--- src/rtl/core/sfq_pkg.sv ---
// Shared types and codes for the sorted flow-size priority queue.
// No dependencies; imported by sfq_ctrl, sfq_dpath and the top level.
package sfq_pkg;

	localparam int KEY_W = 32;
	localparam int HND_W = 16;
	localparam int OCC_W = 5;
	localparam int CAP_W = 5;
	localparam logic [CAP_W-1:0] CAP_RESET = 5'd16;

	typedef enum logic [1:0] {
		OP_ENQ    = 2'd0,
		OP_DEQ    = 2'd1,
		OP_PEEK   = 2'd2,
		OP_REMOVE = 2'd3
	} op_t;

	typedef enum logic [1:0] {
		ST_OK    = 2'd0,
		ST_FULL  = 2'd1,
		ST_EMPTY = 2'd2,
		ST_RSVD  = 2'd3
	} status_t;

	typedef struct packed {
		logic    load;
		logic    push;
		logic    pop;
		logic    head_sel;
		status_t status;
	} cmd_t;

	typedef struct packed {
		logic full;
		logic empty;
	} stat_t;

endpackage

--- src/rtl/core/sfq_ctrl.sv ---
// Controller for the sorted flow-size priority queue: handshake and op decode.
// Depends on sfq_pkg; drives sfq_dpath through cmd_t, reads stat_t.
module sfq_ctrl (
	input  logic            clk,
	input  logic            arst_n,
	input  logic            in_valid,
	output logic            in_ready,
	input  sfq_pkg::op_t    op,
	output logic            out_valid,
	input  logic            out_ready,
	input  sfq_pkg::stat_t  stat,
	output sfq_pkg::cmd_t   cmd
);
	import sfq_pkg::*;

	typedef enum logic {
		S_EMPTY,
		S_HOLD
	} state_t;

	state_t state_q;
	logic   accept;

	assign in_ready  = (state_q == S_EMPTY) || out_ready;
	assign accept    = in_valid && in_ready;
	assign out_valid = (state_q == S_HOLD);

	always_comb begin
		cmd          = '0;
		cmd.load     = accept;
		cmd.status   = ST_OK;
		unique case (op)
			OP_ENQ: begin
				cmd.push   = accept && !stat.full;
				cmd.status = stat.full ? ST_FULL : ST_OK;
			end
			OP_DEQ, OP_PEEK, OP_REMOVE: begin
				if (stat.empty) begin
					cmd.status = ST_EMPTY;
				end else begin
					cmd.head_sel = 1'b1;
					cmd.pop      = accept && (op != OP_PEEK);
				end
			end
			default: cmd.status = ST_OK;
		endcase
	end

	always_ff @(posedge clk or negedge arst_n) begin
		if (!arst_n) begin
			state_q <= S_EMPTY;
		end else if (accept) begin
			state_q <= S_HOLD;
		end else if (out_ready) begin
			state_q <= S_EMPTY;
		end
	end

endmodule

--- src/rtl/core/sfq_dpath.sv ---
// Datapath: sorted shift-register chain, entry count, capacity and result register.
// Depends on sfq_pkg; commanded by sfq_ctrl.
module sfq_dpath #(
	parameter int DEPTH = 16
) (
	input  logic                        clk,
	input  logic                        arst_n,
	input  sfq_pkg::cmd_t               cmd,
	output sfq_pkg::stat_t              stat,
	input  logic                        has_tag,
	input  logic [sfq_pkg::KEY_W-1:0]   key_in,
	input  logic [sfq_pkg::HND_W-1:0]   handle,
	input  logic                        cap_we,
	input  logic [sfq_pkg::CAP_W-1:0]   cap_wdata,
	output sfq_pkg::status_t            status,
	output logic [sfq_pkg::HND_W-1:0]   out_handle,
	output logic [sfq_pkg::KEY_W-1:0]   out_key,
	output logic [sfq_pkg::OCC_W-1:0]   occupancy
);
	import sfq_pkg::*;

	localparam int CW = $clog2(DEPTH + 1);
	localparam int MW = (CW > CAP_W) ? CW : CAP_W;
	localparam int EW = (MW > OCC_W) ? MW : OCC_W;

	logic [KEY_W-1:0] key_q [DEPTH];
	logic [HND_W-1:0] hnd_q [DEPTH];
	logic [CW-1:0]    cnt_q;
	logic [CW-1:0]    cnt_nx;
	logic [CAP_W-1:0] cap_q;
	logic [KEY_W-1:0] new_key;
	logic [DEPTH-1:0] le;
	logic [EW-1:0]    cnt_ext;

	status_t          status_q;
	logic [HND_W-1:0] out_hnd_q;
	logic [KEY_W-1:0] out_key_q;
	logic [OCC_W-1:0] occ_q;

	assign new_key    = has_tag ? key_in : '0;
	assign stat.empty = (cnt_q == '0);
	assign stat.full  = (MW'(cnt_q) >= MW'(cap_q)) || (cnt_q == CW'(DEPTH));

	always_comb begin
		cnt_nx = cnt_q;
		if (cmd.push) begin
			cnt_nx = cnt_q + 1'b1;
		end else if (cmd.pop) begin
			cnt_nx = cnt_q - 1'b1;
		end
	end

	assign cnt_ext = EW'(cnt_nx);

	// entries at or before the insertion point: a prefix, since the chain is sorted
	for (genvar i = 0; i < DEPTH; i++) begin : g_cell
		assign le[i] = (CW'(i) < cnt_q) && (key_q[i] <= new_key);

		always_ff @(posedge clk) begin
			if (cmd.push && !le[i]) begin
				if (i == 0) begin
					key_q[i] <= new_key;
					hnd_q[i] <= handle;
				end else if (le[(i == 0) ? 0 : i-1]) begin
					key_q[i] <= new_key;
					hnd_q[i] <= handle;
				end else begin
					key_q[i] <= key_q[(i == 0) ? 0 : i-1];
					hnd_q[i] <= hnd_q[(i == 0) ? 0 : i-1];
				end
			end else if (cmd.pop && (i < DEPTH - 1)) begin
				key_q[i] <= key_q[(i < DEPTH - 1) ? i+1 : i];
				hnd_q[i] <= hnd_q[(i < DEPTH - 1) ? i+1 : i];
			end
		end
	end

	always_ff @(posedge clk or negedge arst_n) begin
		if (!arst_n) begin
			cnt_q <= '0;
			cap_q <= CAP_RESET;
		end else begin
			cnt_q <= cnt_nx;
			if (cap_we) begin
				cap_q <= cap_wdata;
			end
		end
	end

	always_ff @(posedge clk) begin
		if (cmd.load) begin
			status_q  <= cmd.status;
			out_hnd_q <= cmd.head_sel ? hnd_q[0] : '0;
			out_key_q <= cmd.head_sel ? key_q[0] : '0;
			occ_q     <= cnt_ext[OCC_W-1:0];
		end
	end

	assign status     = status_q;
	assign out_handle = out_hnd_q;
	assign out_key    = out_key_q;
	assign occupancy  = occ_q;

endmodule

--- src/rtl/core/sorted_flow_size_priority_queue.sv ---
// Sorted flow-size priority queue: shortest flow key at the head, ties in arrival order.
// The result of each accepted item is registered in the output register.
// Throughput: 1 item per cycle while m_tready takes each result; every entry compares against the new key in parallel.
// The output register holds a result until taken; a new item enters as it leaves.
// Reset (arst_n, async, low) empties the queue and sets capacity to 16; no clearing pass.
// Depends on sfq_pkg, sfq_ctrl, sfq_dpath.
module sorted_flow_size_priority_queue #(
	parameter int DEPTH = 16
) (
	input  logic        clk,
	input  logic        arst_n,
	input  logic        s_tvalid,
	output logic        s_tready,
	input  logic [47:0] s_tdata,   // key[31:0], handle[47:32]
	input  logic [2:0]  s_tuser,   // op[1:0], has_tag[2]
	output logic        m_tvalid,
	input  logic        m_tready,
	output logic [55:0] m_tdata,   // out_handle[15:0], out_key[47:16], occupancy[52:48]
	output logic [1:0]  m_tuser,   // status[1:0]
	input  logic        cfg_valid,
	output logic        cfg_ready,
	input  logic [4:0]  cfg_data   // capacity
);
	import sfq_pkg::*;

	cmd_t             cmd;
	stat_t            stat;
	op_t              op;
	status_t          status;
	logic [HND_W-1:0] out_handle;
	logic [KEY_W-1:0] out_key;
	logic [OCC_W-1:0] occupancy;

	assign op        = op_t'(s_tuser[1:0]);
	assign cfg_ready = 1'b1;

	sfq_ctrl u_ctrl (
		.clk       (clk),
		.arst_n    (arst_n),
		.in_valid  (s_tvalid),
		.in_ready  (s_tready),
		.op        (op),
		.out_valid (m_tvalid),
		.out_ready (m_tready),
		.stat      (stat),
		.cmd       (cmd)
	);

	sfq_dpath #(
		.DEPTH (DEPTH)
	) u_dpath (
		.clk        (clk),
		.arst_n     (arst_n),
		.cmd        (cmd),
		.stat       (stat),
		.has_tag    (s_tuser[2]),
		.key_in     (s_tdata[31:0]),
		.handle     (s_tdata[47:32]),
		.cap_we     (cfg_valid),
		.cap_wdata  (cfg_data),
		.status     (status),
		.out_handle (out_handle),
		.out_key    (out_key),
		.occupancy  (occupancy)
	);

	assign m_tdata = {3'b000, occupancy, out_key, out_handle};
	assign m_tuser = status;

endmodule
--- config.mk ---
export PLATFORM = sky130hd
export DESIGN_NAME = sorted_flow_size_priority_queue
export DESIGN_NICKNAME = d
export VERILOG_FILES = /design/src/rtl/core/sfq_pkg.sv /design/src/rtl/core/sfq_ctrl.sv /design/src/rtl/core/sfq_dpath.sv /design/src/rtl/core/sorted_flow_size_priority_queue.sv
export SDC_FILE = /design/constraint.sdc
export NUM_CORES = 2
export LEC_CHECK = 0
export ABC_AREA = 1
export BUFFER_PORTS_ARGS = -buffer_cell sky130_fd_sc_hd__buf_2
export CAP_MARGIN = 10
export CORE_MARGIN = 4
export CORE_UTILIZATION = 58
export DETAILED_ROUTE_END_ITERATION = 10
export HOLD_SLACK_MARGIN = 0.15
export PLACE_DENSITY_LB_ADDON = 0.2
export SYNTH_ARGS = -nofsm -noshare
export SYNTH_HDL_FRONTEND = slang
export SYNTH_SLANG_ARGS = --single-unit
--- constraint.sdc ---
create_clock -name clk -period 6.2 [get_ports clk]
set_clock_uncertainty 0.15 [all_clocks]
set_input_delay 0.62 -clock clk [delete_from_list [all_inputs] [get_ports clk]]
set_output_delay 0.62 -clock clk [all_outputs]
set_load 0.05 [all_outputs]
== Word level (Yosys, flattened, before mapping) ==
Memories as Yosys holds them, arrays and structs flattened.
Cells that the tools add are included.

* Memory bits (writable): 768
* Logic and storage cells: 362
* Register bits after elaboration: 66
* Memories kept: 2

* Multiplexer cells: 194
* Equality and inequality tests: 5
* Reductions and logical operators: 58
* Add/subtract/negate cells: 2
* Bitwise operators: 61
* Order comparisons: 33

{| class="wikitable"
|+ Memory list
! name !! depth !! width !! rd ports !! clocked after Yosys merged registers in !! write ports !! RTL line !! RTL
|-
| u_dpath.key_q || 16 || 32 || 16 || 0 || 16 || sfq_dpath.sv:26 || <nowiki>logic [KEY_W-1:0] key_q [DEPTH];</nowiki>
|-
| u_dpath.hnd_q || 16 || 16 || 16 || 0 || 16 || sfq_dpath.sv:27 || <nowiki>logic [HND_W-1:0] hnd_q [DEPTH];</nowiki>
|}

{| class="wikitable"
|+ Operator list
! cell !! count
|-
| 32-bit two-way mux || 31
|-
| 32-bit <= comparator || 16
|-
| 16-bit two-way mux || 30
|-
| 1-bit two-way mux || 127
|-
| 1-bit OR || 60
|-
| 4-bit by 5-bit less-than comparator with 1-bit output (first input constant) || 8
|-
| 1-bit logical AND || 35
|-
| 3-bit by 5-bit less-than comparator with 1-bit output (first input constant) || 4
|-
| 1-bit logical NOT || 17
|-
| 1-bit by 5-bit less-than comparator with 1-bit output (first input constant) || 2
|-
| 2-bit by 5-bit less-than comparator with 1-bit output (first input constant) || 2
|-
| 5-bit two-way mux || 2
|-
| 2-bit two-way mux || 3
|-
| 5-bit by 1-bit adder with 5-bit output (second input constant) || 1
|-
| 5-bit equality test (second input constant) || 1
|-
| 5-bit greater-or-equal comparator || 1
|-
| 5-bit logical NOT || 1
|-
| 5-bit by 1-bit subtractor with 5-bit output (second input constant) || 1
|-
| 2-bit equality test (second input constant) || 2
|-
| 2-bit one-hot mux with 2 select lines || 1
|-
| 3-bit OR reduction || 1
|-
| 2-bit by 1-bit equality test with 1-bit output (second input constant) || 1
|-
| 2-bit logical NOT || 1
|-
| 1-bit logical OR || 2
|-
| other kinds (3) || 3
|}

== Longest topological paths before layout ==
* Depth after elaboration: 10
* Mapped depth: 24

== By module ==
A second synthesis with hierarchy kept.

* Cells, all modules: 6,860
* Area, all modules: 56,804.5 um^2

{| class="wikitable"
|+ By module, submodules not included
! module !! times used !! area each (um^2) !! cells each !! seq. area each (um^2)
|-
| sfq_dpath || 1 || 56,656.8 || 6,837 || 24,965.2
|-
| sfq_ctrl || 1 || 110.1 || 17 || 25.0
|-
| sorted_flow_size_priority_queue || 1 || 37.5 || 6 || 0.0
|}

== Least setup slack after synthesis ==
Ideal clock, no wire load.

* Path kind: input-to-reg
* Start: input s_tuser[2]
* End: memory u_dpath.hnd_q[15][0] (netlist: u_dpath.hnd_q[1][112]), enable pin
* Slack: -0.595 ns
* Path buffers: 2
* Arrival time: 6.118 ns
* Stages on the path: 12
* Data required time: 5.523 ns
* Library setup time: 0.527 ns
* Cells stage by stage: clkbuf_1 -> nand2_1 -> clkbuf_1 -> ha_1 -> nand2_1 -> nor2_1 -> nand4_1 -> nor4b_1 -> nand2_1 -> nand2_1 -> nand2_1 -> a21boi_0

{| class="wikitable"
|+ RTL lines
! what !! RTL line !! RTL
|-
| from (decl) || sorted_flow_size_priority_queue.sv:15 || <nowiki>input logic [2:0] s_tuser,</nowiki>
|-
| to (decl) || sfq_dpath.sv:27 ||
|}

==> key figures <==
Status
  • Result of the run: finished clean

Cells and area
  • Fin cells: ~8,400
  • Area of combinational cells with multiple inputs: ~0.028 mm2
  • Number of filler cells placed in the layout: between 8,000 and 9,000
  • Layout cell share with drive strength beyond 1: 5.91%
  • Final standard cell utilization of the core: between 60% and 70%
  • Area of all sequential standard cells: 0.0250 mm2
  • Growth of design area from synthesis to finish: 7.65%
  • Total number of nets in the final design: roughly 7,600

Global routing
  • Vias in the first global route: around 48,000
  • Pin count of the biggest net entering global routing: around 220
  • Global-route wire length before repair: around 270 mm
  • Antenna violations before repair: 2
  • Aggregate global-route resource usage: approximately a third
  • Global route overflow: 0

Detailed routing
  • DR vias/cell: between 6 and 7
  • Met2 layer wire length in the routed design: approximately 75 mm
  • Total routed wirelength: roughly 170 mm
  • Initial DRC count: around 6,200
  • Highest metal layer with signal wires: met4
  • Wire length per cell: 20.6 um
  • Routed wire length on met3: 18.6 mm
  • DRT met1 WL: roughly 73 mm
  • DRC violations left: 0
  • Number of antenna-violating nets in the routed design: 0
  • Total via count in the routed design: roughly 51,000
  • Pre-antenna DRT Iters: 6

Clock tree
  • Clock Root Buffer: sky130_fd_sc_hd__clkbuf_16
  • Clock-pin slew reported for the worst setup and hold paths after clock tree synthesis: ~0.060 ns
  • Number of post-CTS setup repair buffers: 0
  • Clk sink count: approximately 830
  • Depth of the CTS H-tree: 3
  • TritonCTS clock tree: yes
  • Largest buffer count on any clock path: 3
  • Total clock buffers created by CTS: 95
  • Skew-Pair Late Insertion Delay: between 0.6 and 0.7 ns

Timing
  • RSZ-0062 raised after global routing: false
  • Transition time at the pin with the least slew margin: between 1 and 1.5 ns
  • Hold Fails Final Rpt: 0
  • Final number of max-transition violations: 0
  • Worst rel slew slack: 7.11%
  • Worst setup margin: approximately 1 ns
  • Setup TNS: 0 ns
  • Fmax: slightly below 200 MHz
  • Endpoints failing setup: 0
  • Final min period: slightly above 5 ns
  • Period utilisation layout: a little over four fifths

Worst setup path
  • Sort of element at the end of the critical path: flop
  • Crit path arrival time: around 5.5 ns
  • Cell class contributing the biggest share of worst-path delay: simple AND/OR/NAND/NOR gates
  • Ordered cell list for the critical path: ha_1 > a21oi_1 > o21ai_1 > nor2_1 > nand3_1 > nor3_4 > buf_12 > buf_4 > nand3_2 > nand3_1 > nand3_1
  • CP peak stage delay: a little under 0.9 ns
  • Worst-path maximum fanout: between 70 and 80
  • Max stage delay cell, worst path: sky130_fd_sc_hd__dfrtp_1
  • Most common cell on crit path: sky130_fd_sc_hd__nand3_1
  • Type of the worst setup path: reg -> reg
  • Worst path bufs/invs: 2
  • Worst Setup Start Kind: flop
  • Required time reported for the critical path endpoint: roughly 6.5 ns

Yosys
  • Count leader, synth: sky130_fd_sc_hd__nand2_1
  • Number of synthesis warnings: 0
  • Number of enable-type register cells in the synthesized netlist: approximately 820
  • Post-synth top area cell: sky130_fd_sc_hd__edfxtp_1
  • Synthesis-stage register bit count: 834
  • Share of async-settable or async-resettable flops after synthesis: under 10%
  • Share of the synthesized area in the top cell type: between 40% and 50%
  • Post-synthesis sequential area ratio: 43.7%
  • Top flip-flop cell by instance count after synthesis: sky130_fd_sc_hd__edfxtp_1
  • Cell types occupying the most area after synthesis: sky130_fd_sc_hd__edfxtp_1, sky130_fd_sc_hd__nand2_1, sky130_fd_sc_hd__ha_1, sky130_fd_sc_hd__nand3_1, sky130_fd_sc_hd__nand4_1
  • Count of different cell masters after synthesis: 43
  • Most used standard cells in the synthesized netlist: sky130_fd_sc_hd__nand2_1, sky130_fd_sc_hd__nand3_1, sky130_fd_sc_hd__edfxtp_1
  • Cell count after synthesis: a little over 7,000
  • Syn Std Cell Area: 0.0572 mm2
  • Synthesized area per cell: approximately 8 um2

Place
  • Estimated wirelength of the detail-placed design: around 130 mm
  • Routability Congestion: between 0.9 and 1
  • Worst slack, placed: between 0.8 and 0.9 ns
  • I/O Buffers: 117
  • Instance count after placement with tap cells included: approximately 8,000

Die
  • Die area: a little over 0.1 mm2
  • Number of rows created at floorplan: about 110
  • Initial Utilization: 58.8%
  • Total I/O pin count: about 120
  • Horizontal extent of the die: between 300 and 400 um
  • Core box area: just under 0.1 mm2
  • Overall die height: between 300 and 400 um

Power
  • Power density of the placed cells: between 300 and 400 mW/mm2
  • Max rail drop VDD: roughly 0.25 mV
  • Leakage dissipation: 29.3 nW

Run
  • Max-capacitance violation count: 0

Min path
  • Hold Path Class: in -> reg
-- report_power, final --
part           internal [mW]  total (mW)  switching [mW]  leakage [nW]
clock network           3.18        5.57            2.40          1.46
logic                   1.61        6.06            4.45          19.9
registers               7.36        7.95           0.590          7.92
-- final cells by class --
cell class / instances / share of cell area (%)
Timing Repair Buffer: 249 / 2.78
Inverter: 685 / 4.18
Multi-Input combinational cell: 5196 / 45.0
Clock buffer: 121 / 4.05
Antenna cell: 1 / 0.00406
Tap cell: 1276 / 2.59
Clock inverter: 51 / 0.798
Sequential cell: 834 / 40.6
-- stage by stage --
stage	total power, mW	cell area [um2]	hold slack [ns]
4_1_cts	19.5	61600	0.165
6_report	19.6	61600	0.198
2_1_floorplan	12.2	57200	0.174
3_3_place_gp	13.8	58500	0.341
3_5_place_dp	14.0	58500	0.353
5_1_grt	20.6	61600	0.217
-- layout by cell type, fill, tap and decap left out, types with 15 or more instances in the layout --
cell                            count
sky130_fd_sc_hd__inv_1            681
sky130_fd_sc_hd__o211ai_1          82
sky130_fd_sc_hd__clkbuf_16         96
sky130_fd_sc_hd__o21a_1            19
sky130_fd_sc_hd__nand4_1          516
sky130_fd_sc_hd__nor2_1           236
sky130_fd_sc_hd__nand3_1          865
sky130_fd_sc_hd__nand2_2           19
sky130_fd_sc_hd__dlygate4sd3_1     15
sky130_fd_sc_hd__ha_1             520
sky130_fd_sc_hd__a21o_1            18
sky130_fd_sc_hd__buf_2            117
sky130_fd_sc_hd__edfxtp_1         823
sky130_fd_sc_hd__o21ai_0          135
sky130_fd_sc_hd__a21oi_1          219
sky130_fd_sc_hd__clkinv_2          15
sky130_fd_sc_hd__nand2_1         2490
sky130_fd_sc_hd__clkbuf_1          25
sky130_fd_sc_hd__clkinv_1          20
sky130_fd_sc_hd__buf_4            109
-- final timing paths --
path | startpoint | end | slack [ns] | cells past startpoint
setup / recovery | u_dpath.cnt_q[4] | u_dpath.hnd_q[0][66] | 1.02 | 11
hold reg to reg | u_dpath.hnd_q[1][120] | u_dpath.hnd_q[1][104] | 0.37 | 2
min in group asynchronous | arst_n | u_dpath.cap_q[1] | 0.29 | 2
hold / removal | s_tuser[0] | u_dpath.status[0] | 0.20 | 4
setup reg to reg | u_dpath.cnt_q[4] | u_dpath.hnd_q[0][66] | 1.02 | 11
max in group asynchronous | arst_n | u_dpath.cap_q[4] | 5.28 | 2
-- timing repair --
action	4_1_cts	5_1_grt
resized for setup	0	0
hold buffers	15	0
hold endpoints to repair	18	0
-- kinds of logic (layout without fill, tap and decap cells) --
logic type                 Yosys count  in the layout  synth area share [%]
and+or+nand+nor                   4165           4165                  31.7
AOI/OAI and AO/OA                  503            503                  5.11
adders and majority gates          520            520                  11.4
DFF                                834            834                  43.7
other                                2              5                0.0131
xor gates and xnor gates             3              3                0.0459
muxes                                1              1                0.0197
buffers and inverters             1158           1106                  8.14
-- state kept, by name, summed over array words and instances, names as in the netlist --
signal              flops
u_dpath.out_handle     16
u_dpath.cap_q           5
u_dpath.status          2
u_dpath.hnd_q         256
u_dpath.cnt_q           5
u_dpath.occupancy       5
u_dpath.out_key        32
u_dpath.key_q         512
u_ctrl.out_valid        1
-- tightest hold or removal path: cells and delay by family --
| kind | cells | cell delay, ns |
|---|---|---|
| simple gates | 2 | 0.14 |
| buf+inv | 2 | 0.12 |
-- layer usage --
layer / up-vias / track usage, %
li1: 24200 / -
met4: 0 / 12.8
met3: 375 / 7.01
met2: 2672 / 49.1
met5: - / 0
met1: 23500 / 46.8
Note: power is estimated with default switching activity, not from simulation.
